--- src/hdl/cau_cell.sv ---
module cau_cell #(
    parameter int DW     = 32,
    parameter int SIDE_W = 8
) (
    input  logic                    i_clk,
    input  logic                    i_rst_n,
    input  logic                    i_en,
    input  logic                    i_valid,
    input  logic [1:0][2*DW-1:0]    i_rem,
    input  logic [1:0][DW:0]        i_low,
    input  logic [1:0][DW:0]        i_q,
    input  logic [2*DW-1:0]         i_den,
    input  logic [SIDE_W-1:0]       i_side,
    output logic                    o_valid,
    output logic [1:0][2*DW-1:0]    o_rem,
    output logic [1:0][DW:0]        o_low,
    output logic [1:0][DW:0]        o_q,
    output logic [2*DW-1:0]         o_den,
    output logic [SIDE_W-1:0]       o_side
);
    localparam int RW = 2 * DW;

    logic [1:0][RW:0]   w_t;
    logic [1:0]         w_ge;
    logic [1:0][RW:0]   w_diff;
    logic [1:0][RW-1:0] n_rem;
    logic [1:0][DW:0]   n_low;
    logic [1:0][DW:0]   n_q;

    // one restoring step per lane: bring in next numerator bit, try subtract
    always_comb begin
        for (int l = 0; l < 2; l++) begin
            w_t[l]    = {i_rem[l], i_low[l][DW]};
            w_ge[l]   = (w_t[l] >= {1'b0, i_den});
            w_diff[l] = w_t[l] - {1'b0, i_den};
            n_rem[l]  = w_ge[l] ? w_diff[l][RW-1:0] : w_t[l][RW-1:0];
            n_low[l]  = {i_low[l][DW-1:0], 1'b0};
            n_q[l]    = {i_q[l][DW-1:0], w_ge[l]};
        end
    end

    // cell valid
    always_ff @(posedge i_clk) begin
        if (!i_rst_n) begin
            o_valid <= 1'b0;
        end else if (i_en) begin
            o_valid <= i_valid;
        end
    end

    // cell payload
    always_ff @(posedge i_clk) begin
        if (i_en) begin
            o_rem  <= n_rem;
            o_low  <= n_low;
            o_q    <= n_q;
            o_den  <= i_den;
            o_side <= i_side;
        end
    end

endmodule

--- config.mk ---
export PLATFORM = sky130hd
export DESIGN_NAME = cau_cell
export DESIGN_NICKNAME = d
export VERILOG_FILES = /design/src/hdl/cau_cell.sv
export SDC_FILE = /design/constraint.sdc
export NUM_CORES = 1
export LEC_CHECK = 0
export ABC_AREA = 1
export BUFFER_PORTS_ARGS = -buffer_cell sky130_fd_sc_hd__buf_2
export CAP_MARGIN = 20
export CORE_AREA = 2 2 263 265
export DETAILED_ROUTE_END_ITERATION = 10
export DIE_AREA = 0 0 265 267
export GPL_ROUTABILITY_DRIVEN = 1
export PLACE_DENSITY = 0.68
export SLEW_MARGIN = 20
export SYNTH_ARGS = -nofsm -noshare
export SYNTH_HDL_FRONTEND = slang
export SYNTH_SLANG_ARGS = --single-unit
export TNS_END_PERCENT = 50
--- constraint.sdc ---
create_clock -name i_clk -period 2 [get_ports i_clk]
set_clock_uncertainty 0.15 [all_clocks]
set_input_delay 0.2 -clock i_clk [delete_from_list [all_inputs] [get_ports i_clk]]
set_output_delay 0.2 -clock i_clk [all_outputs]
set_load 0.03 [all_outputs]
==> metrics <==
pin count of the biggest net entering global routing=63; reg2reg setup slack=approximately 0.56 ns; initial core utilization=between 30% and 40%; Syn Area/Cell=between 7 and 8 um2; drt pass-1 iters=6; worst-case reg-to-reg path depth=3; final-layout fill cell count=about 6,000; DRC Markers=0; sequential fraction of design power=roughly a third; CTS buffer count=39; Crit Path Max Fanout=7; Worst Hold Class=input port to flip-flop; most area-consuming cells after synthesis=edfxtp_1 41%, nand2_1 22%, inv_1 11%; Die H=~270 um; CTS Buffer Depth=3; layout cells sized above 1=38.88%; Final Cell Area=slightly above 40,000 um2; Max IR drop VDD=between 0.5 and 0.6 mV; fmax=~0.49 GHz; Sw Share=36.76%; crit path to=o_rem[7]; Post-Syn Area=23,880 um2; P_leak=roughly 21 nW; Routed WL per cell=20.16 um; Pins Over Slew Limit=0; CP startpoint kind=input port; count leader, synth=nand2_1; status=complete, but fails checks; Setup crit end kind=flip-flop; synthesized instance count=3,392; FF+latch count, synth=approximately 330; setup TNS=-0.3114 ns; crit path from=i_den[39]; CTS tree=done; internal power=about 17 mW; clock group share of total power=between 20% and 30%; root buffer cell=clkbuf_16; RR Startpoint=o_valid; Synth cell types=38; post-route clock period utilization=102.3%; reg2reg end=o_valid; Final Hold Viols=0; RSZ-0062 raised after global routing=true; Starting DRT DRC Count=roughly 2,400; Cell Rows=96; I/O Buffers=664; commonest cells in the netlist=1,369 x nand2_1, 707 x inv_1, 330 x edfxtp_1; CTS clk-pin slew, worst paths=about 0.060 ns; failing checks=negative setup slack; Final ANT Viol Nets=0; final setup fails=14; GRT overflow=0; Critical Path RT=approximately 2.2 ns; I/O pins=approximately 670; Net Switching=between 9 and 10 mW; combinational share of power=approximately 40%; Crit Path Category=input port to flip-flop; Post-Layout Cell Count=approximately 5,900; vias in the first global route=27,551; total track usage=between 30% and 40%; sequential share of the synthesized area=about 42%; worst skew pair latency=0.57 ns; final wirelength=119.6 mm; ys flop type=edfxtp_1; area grow syn2layout=71.00%; pwr dens=between 600 and 700 nW/um2; hold path depth=4; area fraction of the dominant cell type after synthesis=41.49%; worst setup margin=-0.04503 ns; dpl cell area=33,060 um2; Post-Place Cells=5,475; Die Width=265 um; clk sinks=between 300 and 400; H-tree levels=2; HPWL Detailed=a little over 90 mm; Worst EP arrival=roughly 2.2 ns; detailed-route via count=around 29,000; Async SR Flop Fraction=0%; Placer Congestion=approximately 1.0; Pwr Total=about 27 mW; nets@finish=~5,500; vias per std cell=4.820; area of the core=between 60,000 and 70,000 um2; initial antenna violation count=20; YS warnings=0; # Max-Cap Violations=0; Tmin final=2.045 ns; area leader, netlist=edfxtp_1; first-pass GRT wire length=between 150 and 200 mm; die area=between 70,000 and 80,000 um2; Post-synth EDFFs=330
-- cells by family after synthesis --
group / count (synthesis) / share of synthesized area [%]
AOI/OAI and AO/OA: 113 / 2.426
xor gates and xnor gates: 62 / 2.274
adders and majority gates: 130 / 6.873
buffers and inverters: 757 / 12.25
DFF: 331 / 41.58
other: 1 / 0.01570
and+or+nand+nor: 1998 / 34.58
-- state kept, by name, summed over array words and instances (netlist names) --
name and cells:
o_den 64, o_low 64, o_side 8, o_q 66, o_rem 128, o_valid 1
-- routing by layer --
metal  vias up  track usage [%]  part of all wire [%]
met5         -                0                 0.054
met4        10            18.61                   6.7
met3       330            5.074                   6.7
met2      1241            56.93                    49
met1     13247            36.55                    37
li1      13752                -                     -
-- power groups by stage --
stage	Sequential, mW	Clock, mW	Combinational, mW
finish	8.93	7.05	10.7
global route	8.96	7.41	11.4
CTS	8.91	7.14	9.92
detailed placement	9.03	0	8.90
global placement	9.04	0	8.85
floorplan	10.4	0	3.23
-- layout make-up --
class / count / area (um2) / area share (%)
antenna: 14 / 35.03 / 0.08578
timing repair buffer: 1614 / 11920 / 29.19
tap: 882 / 1104 / 2.702
clock buffer: 44 / 994.7 / 2.436
clock inverter: 23 / 242.7 / 0.5944
inverter: 716 / 2784 / 6.817
sequential: 331 / 9930 / 24.31
multi-input combinational: 2306 / 13830 / 33.86
-- worst max-delay path: stages --
cell	delay (ns)
buf_2	0.11
inv_2	0.07
buf_12	0.12
ha_4	0.21
nand2_4	0.09
inv_2	0.03
nand2_1	0.06
nand2_2	0.07
inv_2	0.06
nand2_2	0.06
nand2_2	0.07
nand2_2	0.06
nand2_2	0.06
nand2_2	0.07
nor2_4	0.27
nand2_8	0.16
buf_12	0.18
buf_12	0.14
nand2_4	0.05
nand2_2	0.05
-- worst min path at each step --
stage                         start         to  slack, ns
after CTS                 i_rem[20]  o_rem[21]      0.005
after floorplan                i_en    o_valid       0.14
after global routing      i_rem[20]  o_rem[21]       0.06
after global placement     i_low[7]   o_low[8]       0.23
final                     i_rem[20]  o_rem[21]       0.07
after detailed placement    i_q[62]    o_q[63]       0.23
-- metrics by stage --
| stage | setup slack, ns | util (%) | hold slack (ns) |
|---|---|---|---|
| 2_1_floorplan | -0.1349 | - | 0.1435 |
| 3_3_place_gp | -1.009 | 48.63 | 0.2268 |
| 3_5_place_dp | -1.056 | 48.63 | 0.2282 |
| 4_1_cts | -0.05247 | 57.30 | 0.004912 |
| 5_1_grt | -0.1102 | 60.04 | 0.06361 |
| 6_report | -0.04503 | 60.07 | 0.06797 |
-- cells in the final DEF, fill, tap and decap left out, drive strengths merged, types with 18 or more instances in the layout --
cell / count
a21oi: 90
buf: 1283
clkbuf: 45
dlygate4sd3: 330
edfxtp: 330
ha: 128
inv: 704
nand2: 1387
nand3: 283
nand3b: 32
nor2: 241
nor3: 18
o21ai: 19
xor2: 60
-- repair_timing --
action | in CTS | in global routing
setup buffers | 29 | 16
resized for setup | 219 | 464
gates cloned | 4 | 1
hold endpoints to repair | 347 | 0
setup endpoints to repair | 130 | 130
pin swaps | 38 | 101
hold buffers | 330 | 0
Note: power is estimated with default switching activity, not from simulation.
